<file path="src/rtl/core/dmx_frame_receiver_with_length_lock_assert.svh">
// ----------------------------------------------------------------------------
// dmx frame receiver assertion macros
// short forms for clocked assertions on clk, disabled during rst
// ----------------------------------------------------------------------------
`ifndef DMX_FRAME_RECEIVER_WITH_LENGTH_LOCK_ASSERT_SVH
`define DMX_FRAME_RECEIVER_WITH_LENGTH_LOCK_ASSERT_SVH

// same-cycle implication
`define DMXFR_ASSERT_NOW(label, ante, cons) \
  label: assert property (@(posedge clk) disable iff (rst) (ante) |-> (cons)) \
    else $error("dmxfr assertion failed");

// next-cycle implication
`define DMXFR_ASSERT_NEXT(label, ante, cons) \
  label: assert property (@(posedge clk) disable iff (rst) (ante) |=> (cons)) \
    else $error("dmxfr assertion failed");

`endif

</file>
<file path="src/rtl/core/dmxfr_pkg.sv">
// ----------------------------------------------------------------------------
// dmxfr_pkg
// shared types and constants of the dmx frame receiver
// ----------------------------------------------------------------------------
`timescale 1ns / 1ps

package dmxfr_pkg;

  localparam int SLOT_INDEX_W = 9;
  localparam int FRAME_LEN_W  = 10;
  localparam int BYTE_W       = 8;
  localparam int CFG_W        = 4;

  localparam logic [CFG_W-1:0] LOCK_MATCHES_RST = 4'd3;
  localparam logic [CFG_W-1:0] MATCH_MAX        = 4'd15;

  // operation codes of an input item
  localparam logic OP_BYTE  = 1'b0;
  localparam logic OP_BREAK = 1'b1;

  typedef enum logic [1:0] {
    EV_NONE      = 2'd0,
    EV_TOO_LONG  = 2'd1,
    EV_TOO_SHORT = 2'd2,
    EV_LOCKED    = 2'd3
  } lock_ev_t;

  typedef enum logic [2:0] {
    PH_IDLE  = 3'b001,
    PH_BREAK = 3'b010,
    PH_RECV  = 3'b100
  } phase_t;

  typedef struct packed {
    logic              operation;
    logic [BYTE_W-1:0] rx_byte;
  } rx_item_t;

  typedef struct packed {
    logic                    has_result;
    logic                    slot_valid;
    logic [SLOT_INDEX_W-1:0] slot_index;
    logic [BYTE_W-1:0]       slot_value;
    logic                    frame_end;
    logic [FRAME_LEN_W-1:0]  frame_length;
    logic                    lock_state;
    lock_ev_t                lock_event;
  } step_res_t;

endpackage

</file>
<file path="src/rtl/core/dmxfr_in_if.sv">
// ----------------------------------------------------------------------------
// dmxfr_in_if
// receive item channel: a data byte or a break
// ----------------------------------------------------------------------------
`timescale 1ns / 1ps

interface dmxfr_in_if import dmxfr_pkg::*; ();
  logic              valid;
  logic              ready;
  logic              operation;
  logic [BYTE_W-1:0] rx_byte;

  modport source (output valid, output operation, output rx_byte, input ready);
  modport sink (input valid, input operation, input rx_byte, output ready);
endinterface

</file>
<file path="src/rtl/core/dmxfr_out_if.sv">
// ----------------------------------------------------------------------------
// dmxfr_out_if
// result item channel: slot byte, frame end and lock status
// ----------------------------------------------------------------------------
`timescale 1ns / 1ps

interface dmxfr_out_if import dmxfr_pkg::*; ();
  logic                    valid;
  logic                    ready;
  logic                    slot_valid;
  logic [SLOT_INDEX_W-1:0] slot_index;
  logic [BYTE_W-1:0]       slot_value;
  logic                    frame_end;
  logic [FRAME_LEN_W-1:0]  frame_length;
  logic                    lock_state;
  logic [1:0]              lock_event;

  modport source (
    output valid, output slot_valid, output slot_index, output slot_value,
    output frame_end, output frame_length, output lock_state, output lock_event,
    input ready
  );
  modport sink (
    input valid, input slot_valid, input slot_index, input slot_value,
    input frame_end, input frame_length, input lock_state, input lock_event,
    output ready
  );
endinterface

</file>
<file path="src/rtl/core/dmxfr_in_stage.sv">
// ----------------------------------------------------------------------------
// dmxfr_in_stage
// input register holding one receive item
// ----------------------------------------------------------------------------
`timescale 1ns / 1ps

module dmxfr_in_stage import dmxfr_pkg::*; (
  input  logic     clk,
  input  logic     rst,
  input  logic     src_valid,
  output logic     src_ready,
  input  rx_item_t src_item,
  input  logic     take,
  output logic     held_valid,
  output rx_item_t held_item
);

  // empty, or the held item leaves this cycle
  assign src_ready = !held_valid || take;

  always_ff @(posedge clk) begin
    if (rst) begin
      held_valid <= 1'b0;
    end else if (src_ready) begin
      held_valid <= src_valid;
    end
  end

  always_ff @(posedge clk) begin
    if (src_ready && src_valid) begin
      held_item <= src_item;
    end
  end

endmodule

</file>
<file path="src/rtl/core/dmxfr_frame_track.sv">
// ----------------------------------------------------------------------------
// dmxfr_frame_track
// slot counting, frame length tracking and lock logic
// ----------------------------------------------------------------------------
`timescale 1ns / 1ps
`include "dmx_frame_receiver_with_length_lock_assert.svh"

module dmxfr_frame_track import dmxfr_pkg::*; #(
  parameter int FRAME_MAX = 512
) (
  input  logic             clk,
  input  logic             rst,
  input  logic             cfg_we,
  input  logic [CFG_W-1:0] cfg_wdata,
  input  logic             fire,
  input  rx_item_t         item,
  output step_res_t        res
);

  localparam int CW = $clog2(FRAME_MAX + 1);
  localparam logic [CW-1:0] FRAME_MAX_C = CW'(FRAME_MAX);

  logic [CFG_W-1:0] lock_matches;
  logic [CW-1:0]    slot_count, slot_count_next;
  phase_t           phase, phase_next;
  logic             locked_flag, locked_flag_next;
  logic [CFG_W-1:0] match_count, match_count_next;
  logic [CW-1:0]    locked_length, locked_length_next;

  logic [CW-1:0]    count_inc;
  logic [CFG_W-1:0] match_bumped;
  lock_ev_t         ev;

  always_ff @(posedge clk) begin
    if (rst) begin
      lock_matches <= LOCK_MATCHES_RST;
    end else if (cfg_we) begin
      lock_matches <= cfg_wdata;
    end
  end

  assign count_inc = slot_count + CW'(1);

  always_comb begin
    slot_count_next    = slot_count;
    phase_next         = phase;
    locked_flag_next   = locked_flag;
    match_count_next   = match_count;
    locked_length_next = locked_length;
    match_bumped       = match_count;
    ev                 = EV_NONE;
    res                = '0;

    if (item.operation == OP_BYTE) begin
      // byte after a length-ended frame: frame ran too long
      if (locked_flag && phase == PH_IDLE) begin
        match_count_next   = '0;
        locked_flag_next   = 1'b0;
        locked_length_next = slot_count;
        ev                 = EV_TOO_LONG;
      end
      phase_next = PH_RECV;
      if (slot_count < FRAME_MAX_C) begin
        res.slot_valid  = 1'b1;
        res.slot_index  = SLOT_INDEX_W'(slot_count);
        res.slot_value  = item.rx_byte;
        slot_count_next = count_inc;
        // locked: frame ends on length alone
        if (locked_flag_next && count_inc == locked_length_next) begin
          res.frame_end    = 1'b1;
          res.frame_length = FRAME_LEN_W'(count_inc);
          slot_count_next  = '0;
          phase_next       = PH_IDLE;
        end
      end
    end else begin
      if (slot_count != '0) begin
        if (locked_flag) begin
          if (locked_length != slot_count) begin
            match_count_next   = '0;
            locked_flag_next   = 1'b0;
            locked_length_next = slot_count;
            ev                 = EV_TOO_SHORT;
          end
        end else begin
          if (locked_length == slot_count && match_count != MATCH_MAX) begin
            match_bumped = match_count + CFG_W'(1);
          end
          match_count_next = match_bumped;
          if (match_bumped > lock_matches) begin
            locked_flag_next = 1'b1;
            ev               = EV_LOCKED;
          end
          locked_length_next = slot_count;
        end
        res.frame_end    = 1'b1;
        res.frame_length = FRAME_LEN_W'(slot_count);
      end
      phase_next      = PH_BREAK;
      slot_count_next = '0;
    end

    res.lock_state = locked_flag_next;
    res.lock_event = ev;
    res.has_result = res.slot_valid || res.frame_end || (ev != EV_NONE);
  end

  always_ff @(posedge clk) begin
    if (rst) begin
      slot_count    <= '0;
      phase         <= PH_IDLE;
      locked_flag   <= 1'b0;
      match_count   <= '0;
      locked_length <= '0;
    end else if (fire) begin
      slot_count    <= slot_count_next;
      phase         <= phase_next;
      locked_flag   <= locked_flag_next;
      match_count   <= match_count_next;
      locked_length <= locked_length_next;
    end
  end

  `DMXFR_ASSERT_NOW(a_count_in_range, 1'b1, slot_count <= FRAME_MAX_C)
  `DMXFR_ASSERT_NOW(a_locked_len_nonzero, locked_flag, locked_length != '0)
  `DMXFR_ASSERT_NOW(a_locked_count_below_len, locked_flag, slot_count < locked_length)
  `DMXFR_ASSERT_NEXT(a_lock_event_sets_flag, fire && res.lock_event == EV_LOCKED, locked_flag)

endmodule

</file>
<file path="src/rtl/core/dmxfr_out_stage.sv">
// ----------------------------------------------------------------------------
// dmxfr_out_stage
// result register toward the output channel
// ----------------------------------------------------------------------------
`timescale 1ns / 1ps

module dmxfr_out_stage import dmxfr_pkg::*; (
  input  logic      clk,
  input  logic      rst,
  input  logic      load,
  input  step_res_t load_res,
  output logic      can_load,
  output logic      res_valid,
  input  logic      res_ready,
  output step_res_t res
);

  assign can_load = !res_valid || res_ready;

  always_ff @(posedge clk) begin
    if (rst) begin
      res_valid <= 1'b0;
    end else if (can_load) begin
      res_valid <= load;
    end
  end

  always_ff @(posedge clk) begin
    if (can_load && load) begin
      res <= load_res;
    end
  end

endmodule

</file>
<file path="src/rtl/core/dmx_frame_receiver_with_length_lock.sv">
// ----------------------------------------------------------------------------
// dmx_frame_receiver_with_length_lock
// dmx512 slot receiver with frame length lock
// ----------------------------------------------------------------------------
// takes receive items (a data byte or a line break) and gives one result item
// per item with a slot byte, a frame end or a lock change to report. one item
// is accepted every clock cycle unless the output stalls; results pass the
// input register, then the result register, and an output stall holds the
// input register so the block backs up one item at a time. bytes beyond
// FRAME_MAX slots in a frame are dropped. after more than lock_matches breaks
// that close frames of the same length, the block locks and closes each frame
// as soon as that many slots arrived; a byte after such a frame (too long) or
// a break before the length (too short) drops the lock. lock_matches may only
// be written while no item is in flight. there is no clearing pass after rst.
// ----------------------------------------------------------------------------
`timescale 1ns / 1ps

module dmx_frame_receiver_with_length_lock import dmxfr_pkg::*; #(
  parameter int FRAME_MAX = 512
) (
  input  logic             clk,
  input  logic             rst,
  input  logic             cfg_we,
  input  logic [CFG_W-1:0] cfg_wdata,
  dmxfr_in_if.sink         rx_items,
  dmxfr_out_if.source      slot_items
);

  // input register
  rx_item_t  src_item;
  rx_item_t  held_item;
  logic      held_valid;

  // handshake between the stages
  logic      can_load;
  logic      take;

  // step result and registered result
  step_res_t step_res;
  step_res_t out_res;
  logic      out_valid;

  assign src_item.operation = rx_items.operation;
  assign src_item.rx_byte   = rx_items.rx_byte;

  // held item is processed once the result register can take its result;
  // items with nothing to report still update the frame state
  assign take = held_valid && can_load;

  dmxfr_in_stage u_in_stage (
    .clk        (clk),
    .rst        (rst),
    .src_valid  (rx_items.valid),
    .src_ready  (rx_items.ready),
    .src_item   (src_item),
    .take       (take),
    .held_valid (held_valid),
    .held_item  (held_item)
  );

  // slot count, frame length match and lock state
  dmxfr_frame_track #(
    .FRAME_MAX (FRAME_MAX)
  ) u_frame_track (
    .clk       (clk),
    .rst       (rst),
    .cfg_we    (cfg_we),
    .cfg_wdata (cfg_wdata),
    .fire      (take),
    .item      (held_item),
    .res       (step_res)
  );

  // only steps with something to report load the result register
  dmxfr_out_stage u_out_stage (
    .clk       (clk),
    .rst       (rst),
    .load      (take && step_res.has_result),
    .load_res  (step_res),
    .can_load  (can_load),
    .res_valid (out_valid),
    .res_ready (slot_items.ready),
    .res       (out_res)
  );

  assign slot_items.valid        = out_valid;
  assign slot_items.slot_valid   = out_res.slot_valid;
  assign slot_items.slot_index   = out_res.slot_index;
  assign slot_items.slot_value   = out_res.slot_value;
  assign slot_items.frame_end    = out_res.frame_end;
  assign slot_items.frame_length = out_res.frame_length;
  assign slot_items.lock_state   = out_res.lock_state;
  assign slot_items.lock_event   = out_res.lock_event;

endmodule
</file>
<file path="src/flat_wrapper.sv">
// flat-port wrapper written by rule: the top's interface ports become plain ports
module dmx_frame_receiver_with_length_lock_flat import dmxfr_pkg::*;
#(
  parameter int FRAME_MAX = 512
)
  (clk, rst, cfg_we, cfg_wdata, rx_items_valid, rx_items_operation, rx_items_rx_byte, rx_items_ready, slot_items_valid, slot_items_slot_valid, slot_items_slot_index, slot_items_slot_value, slot_items_frame_end, slot_items_frame_length, slot_items_lock_state, slot_items_lock_event, slot_items_ready);
  dmxfr_in_if rx_items_i ();
  dmxfr_out_if slot_items_i ();
  input  logic clk;
  input  logic rst;
  input  logic cfg_we;
  input  logic [CFG_W-1:0] cfg_wdata;
  input wire logic [$bits(rx_items_i.valid)-1:0] rx_items_valid;
  input wire logic [$bits(rx_items_i.operation)-1:0] rx_items_operation;
  input wire logic [$bits(rx_items_i.rx_byte)-1:0] rx_items_rx_byte;
  output wire logic [$bits(rx_items_i.ready)-1:0] rx_items_ready;
  output wire logic [$bits(slot_items_i.valid)-1:0] slot_items_valid;
  output wire logic [$bits(slot_items_i.slot_valid)-1:0] slot_items_slot_valid;
  output wire logic [$bits(slot_items_i.slot_index)-1:0] slot_items_slot_index;
  output wire logic [$bits(slot_items_i.slot_value)-1:0] slot_items_slot_value;
  output wire logic [$bits(slot_items_i.frame_end)-1:0] slot_items_frame_end;
  output wire logic [$bits(slot_items_i.frame_length)-1:0] slot_items_frame_length;
  output wire logic [$bits(slot_items_i.lock_state)-1:0] slot_items_lock_state;
  output wire logic [$bits(slot_items_i.lock_event)-1:0] slot_items_lock_event;
  input wire logic [$bits(slot_items_i.ready)-1:0] slot_items_ready;
  assign rx_items_i.valid = rx_items_valid;
  assign rx_items_i.operation = rx_items_operation;
  assign rx_items_i.rx_byte = rx_items_rx_byte;
  assign rx_items_ready = rx_items_i.ready;
  assign slot_items_valid = slot_items_i.valid;
  assign slot_items_slot_valid = slot_items_i.slot_valid;
  assign slot_items_slot_index = slot_items_i.slot_index;
  assign slot_items_slot_value = slot_items_i.slot_value;
  assign slot_items_frame_end = slot_items_i.frame_end;
  assign slot_items_frame_length = slot_items_i.frame_length;
  assign slot_items_lock_state = slot_items_i.lock_state;
  assign slot_items_lock_event = slot_items_i.lock_event;
  assign slot_items_i.ready = slot_items_ready;
  dmx_frame_receiver_with_length_lock #(.FRAME_MAX(FRAME_MAX)) u_core (.clk(clk), .rst(rst), .cfg_we(cfg_we), .cfg_wdata(cfg_wdata), .rx_items(rx_items_i), .slot_items(slot_items_i));
endmodule
</file>
<file path="config.mk">
export PLATFORM = sky130hd
export DESIGN_NAME = dmx_frame_receiver_with_length_lock_flat
export DESIGN_NICKNAME = d
export VERILOG_FILES = /design/src/rtl/core/dmxfr_pkg.sv /design/src/rtl/core/dmxfr_in_if.sv /design/src/rtl/core/dmxfr_out_if.sv /design/src/rtl/core/dmxfr_in_stage.sv /design/src/rtl/core/dmxfr_frame_track.sv /design/src/rtl/core/dmxfr_out_stage.sv /design/src/rtl/core/dmx_frame_receiver_with_length_lock.sv /design/src/flat_wrapper.sv
export VERILOG_INCLUDE_DIRS = /design/src /design/src/rtl/core
export SDC_FILE = /design/constraint.sdc
export NUM_CORES = 1
export LEC_CHECK = 0
export BUFFER_PORTS_ARGS = -buffer_cell sky130_fd_sc_hd__buf_2
export CAP_MARGIN = 10
export CORE_AREA = 2 2 103 105
export CTS_CLUSTER_SIZE = 14
export DETAILED_ROUTE_END_ITERATION = 7
export DIE_AREA = 0 0 105 107
export PLACE_DENSITY = 0.53
export RECOVER_POWER = 100
export SLEW_MARGIN = 15
export SYNTH_ARGS = -nofsm -noshare
export SYNTH_HDL_FRONTEND = slang
export SYNTH_HIERARCHICAL = 1
export SYNTH_SLANG_ARGS = --single-unit
</file>
<file path="constraint.sdc">
create_clock -name clk -period 8.1 [get_ports clk]
set_clock_uncertainty 0.1 [all_clocks]
set_input_delay 0.405 -clock clk [delete_from_list [all_inputs] [get_ports clk]]
set_output_delay 0.405 -clock clk [all_outputs]
set_load 0.005 [all_outputs]
</file>
==> impl_results.md, run 1 <==
* Final HPWL DP at 5780 um
* Cells after Synth at 385
* Number of hold buffers added after cts at 0
* CP Max Fanout at 32
* Worst hold path type: input pin to flip-flop
* Pwr/cell area at 174 nW/um^2
* CP startpoint kind: flip-flop
* Slew @ Worst Pin at 2.09 ns
* Setup violators final at 0
* # H-tree levels at 3
* Reg clk slew, reported paths at approximately 0.080 ns
* GRT Resource Usage Total at 0.158
* Vias in the first global route at roughly 2,600
* Via density at 5.09
* I/O pin count at 52
* Syn Area/Cell at 9.71 sq um
* Drt initial violations at between 100 and 150
* Syn nets at 410
* Area Growth Syn to Fin at 11.5%
* Failing checks: capacitance limit, slew limit
* Yosys Warn Count at 6
* Die Height at 107 um
* TritonCTS Buffers at 9
* Share of layout cells above drive strength 1 at 0.129
* Total grt overflow at 0
* Placed Area at 4070 sq um
* FF/Latch Area at 1910 sq um
* Initial Utilization at 0.371
* First-pass GRT wire length at 13,800 um
* CP Data Arrival Time at 4.08 ns
* Total Power at 726 uW
* Wire length per cell at 15.0 um
* Vias at 2,868
* Sinks on Clock Net at 75
* CTS tree: done
* Initial antenna violation count at 0
* Max Root-Sink Buffers at 2
* Period minus WS final at 4.24 ns
* Setup Crit Path Kind: flip-flop to flip-flop
* FMAX at roughly 240 MHz
* Post-CTS sizing at 0
* Drt pass-1 iters at 4
* Final Wtd Congestion at 0.852
* Final cycle utilization of the critical path at 0.524
* WP data required at 7.93 ns
* Setup bufs post-CTS at 0
* Commonest non-fill, non-tap cell in the layout: nand2_1
* Fin. max-slew vios at 34
* I/O Buffers at between 50 and 60
* Final setup TNS at 0 ns
* Die width at between 100 and 150 um
* Routed WL at ~8400 um
* Number of routed nets with antenna violations at 0
* Worst skew pair latency at around 0.35 ns
* Synthesized area at between 3000 and 4000 sq um
* Final nets at 447
* Max-cap violations at 2
* Status: complete, but fails checks
* Final instance count without filler cells at 563
* Relative slew slack at -0.392
* Worst hold slack at 0.126 ns
* Fillers at 1,032
* Inst Count DP at 547
* Die area at 11,200 sq um
* Hold Vio Cnt, Final at 0
* Final Cell Area at 4170 sq um
* Largest net degree at the start of global routing at 33
* Peak supply drop at 64.0 uV
* Critical path endpoint category: flip-flop
* Multi-input gate area at between 1500 and 2000 sq um
* N_diodes at 0
* Root Buffer: clkbuf_8
* Core box area at 10,100 sq um
* RSZ-0062 raised after global routing: no
* DRC Markers at 0
* # rows at 37
* Most frequent cells in the layout: 54 x nand2_1, 41 x edfxtp_1, 37 x a21oi_1
* Leak at 1.53 nW
## metal layers
layer / GRT usage / part of all wire
met5: 0 / 0
met4: 0.0610 / 0.017
met3: 0.0401 / 0.040
met2: 0.238 / 0.45
met1: 0.218 / 0.50
## metrics by stage
stage / utilization / worst slack, ns
2_1_floorplan: - / 4.54
3_3_place_gp: 0.403 / 4.47
3_5_place_dp: 0.403 / 4.32
5_1_grt: 0.413 / 3.39
4_1_cts: 0.420 / 4.28
6_report: 0.413 / 3.86
## final timing paths
check / from / endpoint / slack (ns) / cells after the start
max reg2reg: u_core/u_in_stage/held_item[8] / u_core/u_out_stage/res[29] / 3.86 / 7
min reg2reg: u_core/u_frame_track/locked_length[7] / u_core/u_frame_track/locked_length[7] / 0.37 / 2
max: u_core/u_in_stage/held_item[8] / u_core/u_out_stage/res[29] / 3.86 / 7
min: rx_items_rx_byte[0] / u_core/u_in_stage/held_item[0] / 0.13 / 1
## worst max-delay path: stages (launching register included)
cell,delay [ns]
edfxtp_1,0.32
clkbuf_1,0.97
inv_1,0.29
nand2_1,0.21
nor2_1,0.06
a21oi_1,0.13
and3_1,0.18
and2_0,1.54
## sequential cells by signal, summed over array words and instances (netlist names)
register	count
u_core/u_frame_track/lock_matches	4
u_core/u_frame_track/locked_flag	1
u_core/u_frame_track/locked_length	10
u_core/u_frame_track/match_count	4
u_core/u_frame_track/phase	3
u_core/u_frame_track/slot_count	10
u_core/u_in_stage/held_item	9
u_core/u_in_stage/held_valid	1
u_core/u_out_stage/res	32
u_core/u_out_stage/res_valid	1
## power breakdown
| part | switching, mW | internal [mW] | total (mW) |
|---|---|---|---|
| clock | 0.134 | 0.118 | 0.252 |
| combinational | 0.0339 | 0.0187 | 0.0526 |
| sequential | 0.00587 | 0.415 | 0.421 |
## final cells by class
type / count / area share
tap: 136 / 0.0408
multi-input combinational: 266 / 0.386
inverter: 16 / 0.0144
clock buffer: 11 / 0.0339
clock inverter: 5 / 0.00720
timing repair buffer: 54 / 0.0591
sequential: 75 / 0.459
Note: power is estimated with default switching activity, not from simulation.
==> inputs of run 2 (changes only) <==
--- a/config.mk
+++ b/config.mk
@@ -12,7 +12,7 @@
 export CTS_CLUSTER_SIZE = 14
 export DETAILED_ROUTE_END_ITERATION = 7
 export DIE_AREA = 0 0 105 107
-export PLACE_DENSITY = 0.53
+export PLACE_DENSITY = 0.55
 export RECOVER_POWER = 100
 export SLEW_MARGIN = 15
 export SYNTH_ARGS = -nofsm -noshare
==> constraint.sdc (replaced) <==
create_clock -name clk -period 3.5 [get_ports clk]
set_clock_uncertainty 0.1 [all_clocks]
set_input_delay 0.175 -clock clk [delete_from_list [all_inputs] [get_ports clk]]
set_output_delay 0.175 -clock clk [all_outputs]
set_load 0.005 [all_outputs]
==> run 2 against run 1 <==
The run now ends clean. First-iteration DRC count increased by 42%. Sequential share of layout area is 2.7 points lower. Design area is 6.2% higher. Worst setup slack got worse by 3.5 ns. Maximum frequency rose by 33%.
==> impl_results.md, run 2 (synthesized netlist as in run 1, its figures left out) <==
* Worst path slowest cell: dfxtp_1
* FMAX at 314 MHz
* WP data required at 3.50 ns
* Initial antenna violation count at 0
* TritonCTS Buffers at 9
* Setup bufs post-CTS at 0
* Area Growth Syn to Fin at 18.4%
* Final nets at 477
* Worst skew pair latency at 0.35 ns
* Status: completed
* DRC Markers at 0
* Commonest non-fill, non-tap cell in the layout: nand2_1
* Peak supply drop at around 140 uV
* RSZ-0062 raised after global routing: no
* First-pass GRT wire length at 14,500 um
* Die area at approximately 11,000 sq um
* Leak at 1.68 nW
* Core box area at 10,100 sq um
* Largest net degree at the start of global routing at 33
* Most frequent cells in the layout: 54 x nand2_1, 41 x edfxtp_1, 39 x buf_2
* # H-tree levels at 3
* Fin. max-slew vios at 0
* GRT Resource Usage Total at 0.164
* Biggest register: u_core/u_out_stage/res
* Slew @ Worst Pin at about 1.3 ns
* N_diodes at 0
* Logic pwr share at 0.083
* Relative slew slack at 0.148
* Final cycle utilization of the critical path at 0.909
* Vias in the first global route at 2,833
* Fin util at 0.439
* Final HPWL DP at 5970 um
* CTS tree: done
* Hold Vio Cnt, Final at 0
* I/O pin count at 52
* Vias at 2,977
* Reg power frac at 0.573
* P_sw at roughly 420 uW
* I/O Buffers at 51
* CP startpoint kind: flip-flop
* Max Root-Sink Buffers at 2
* Max reg flops at 32
* Sinks on Clock Net at between 70 and 80
* Worst hold path type: input pin to flip-flop
* Final Wtd Congestion at 0.833
* Cell mode on critical path: o21a_1
* Critical path endpoint category: flip-flop
* Via density at 5.02
* Setup Crit Path Kind: flip-flop to flip-flop
* Total grt overflow at 0
* CP Max Fanout at 10
* Clock power frac at 0.344
* # rows at 37
* Biggest regs: u_core/u_out_stage/res x32, u_core/u_frame_track/locked_length x10, u_core/u_frame_track/slot_count x10
* Reg clk slew, reported paths at 0.08 ns
* Switching Fraction at 0.249
* Drt pass-1 iters at 4
* Die Height at 107 um
* Initial Utilization at 0.371
* Setup violators final at 0
* Max-cap violations at 0
* Routed WL at 8750 um
* Drt initial violations at 199
* Final setup TNS at 0 ns
* Die width at 105 um
* Buffers & Inverters on Critical Path at 0
* Root Buffer: clkbuf_8
* CP cell instances: xnor2_1 -> nand4_1 -> nor3_2 -> nand2_1 -> or3_1 -> a21boi_0 -> ha_1 -> o21a_1 -> o21a_1 -> o2111ai_1 -> o21ai_0 -> o21bai_1
* Share of layout cells above drive strength 1 at 0.162
* CP Data Arrival Time at 3.18 ns
* Cell Int Power at 1.27 mW
* Pwr/cell area at 383 nW/um^2
* Number of routed nets with antenna violations at 0
* Wire length per cell at 14.8 um
* CP delay by family, top: compound AO/OA/AOI/OAI gates
* CP max stage delay at about 0.5 ns
* Period minus WS final at 3.18 ns
==> run 2: worst paths after layout <==
path                                              start                                    end  slack [ns]  depth (start not counted)
setup reg to reg     u_core/u_frame_track/slot_count[8]              u_core/u_out_stage/res[2]        0.32                         12
hold / removal                                   cfg_we   u_core/u_frame_track/lock_matches[1]        0.03                          2
setup / recovery     u_core/u_frame_track/slot_count[8]              u_core/u_out_stage/res[2]        0.32                         12
hold reg to reg   u_core/u_frame_track/locked_length[6]  u_core/u_frame_track/locked_length[6]        0.37                          2
==> run 2: power by group through the flow <==
| stage | registers, mW | logic [mW] | clock network (mW) |
|---|---|---|---|
| 2_1_floorplan | 0.991 | 0.0816 | 0 |
| 5_1_grt | 0.975 | 0.157 | 0.644 |
| 3_3_place_gp | 0.992 | 0.135 | 0 |
| 3_5_place_dp | 0.992 | 0.136 | 0 |
| 4_1_cts | 0.972 | 0.149 | 0.603 |
| 6_report | 0.972 | 0.140 | 0.582 |
==> run 2: routing by layer <==
| layer | part of all wire | wire, um | vias up | global-route usage |
|---|---|---|---|---|
| met3 | 0.049 | 428 | 2 | 0.0365 |
| li1 | - | - | 1501 | - |
| met5 | 0 | 0 | - | 0 |
| met4 | 0.0062 | 54 | 0 | 0.0676 |
| met2 | 0.47 | 4140 | 84 | 0.254 |
| met1 | 0.47 | 4130 | 1390 | 0.222 |
==> run 2: repair_timing <==
action                                 in CTS  in global routing
hold buffers                               15                  0
gates resized for setup                     0                  0
endpoints found under the hold margin      15                  0
setup endpoints to repair                   0                  0
==> run 2: cell type report <==
type	count	area, sq um
clock buffer	9	124
clock inverter	7	43.8
fill	1019	5660
inverter	16	60.1
multi-input combinational	266	1620
sequential	75	1910
tap	136	170
timing repair buffer	84	503
==> run 2: through the flow <==
| step | instances | total power, mW | hold slack, ns | cell area (sq um) | setup slack, ns |
|---|---|---|---|---|---|
| final | 593 | 1.69 | 0.0267 | 4430 | 0.319 |
| after detailed placement | 562 | 1.13 | 0.253 | 4190 | 0.342 |
| after CTS | 593 | 1.72 | 0.0145 | 4500 | 0.320 |
| after global placement | 562 | 1.13 | 0.254 | 4190 | 0.393 |
| after global routing | 593 | 1.78 | 0.0254 | 4430 | 0.0501 |
| after floorplan | 385 | 1.07 | 0.137 | 3740 | 0.0554 |
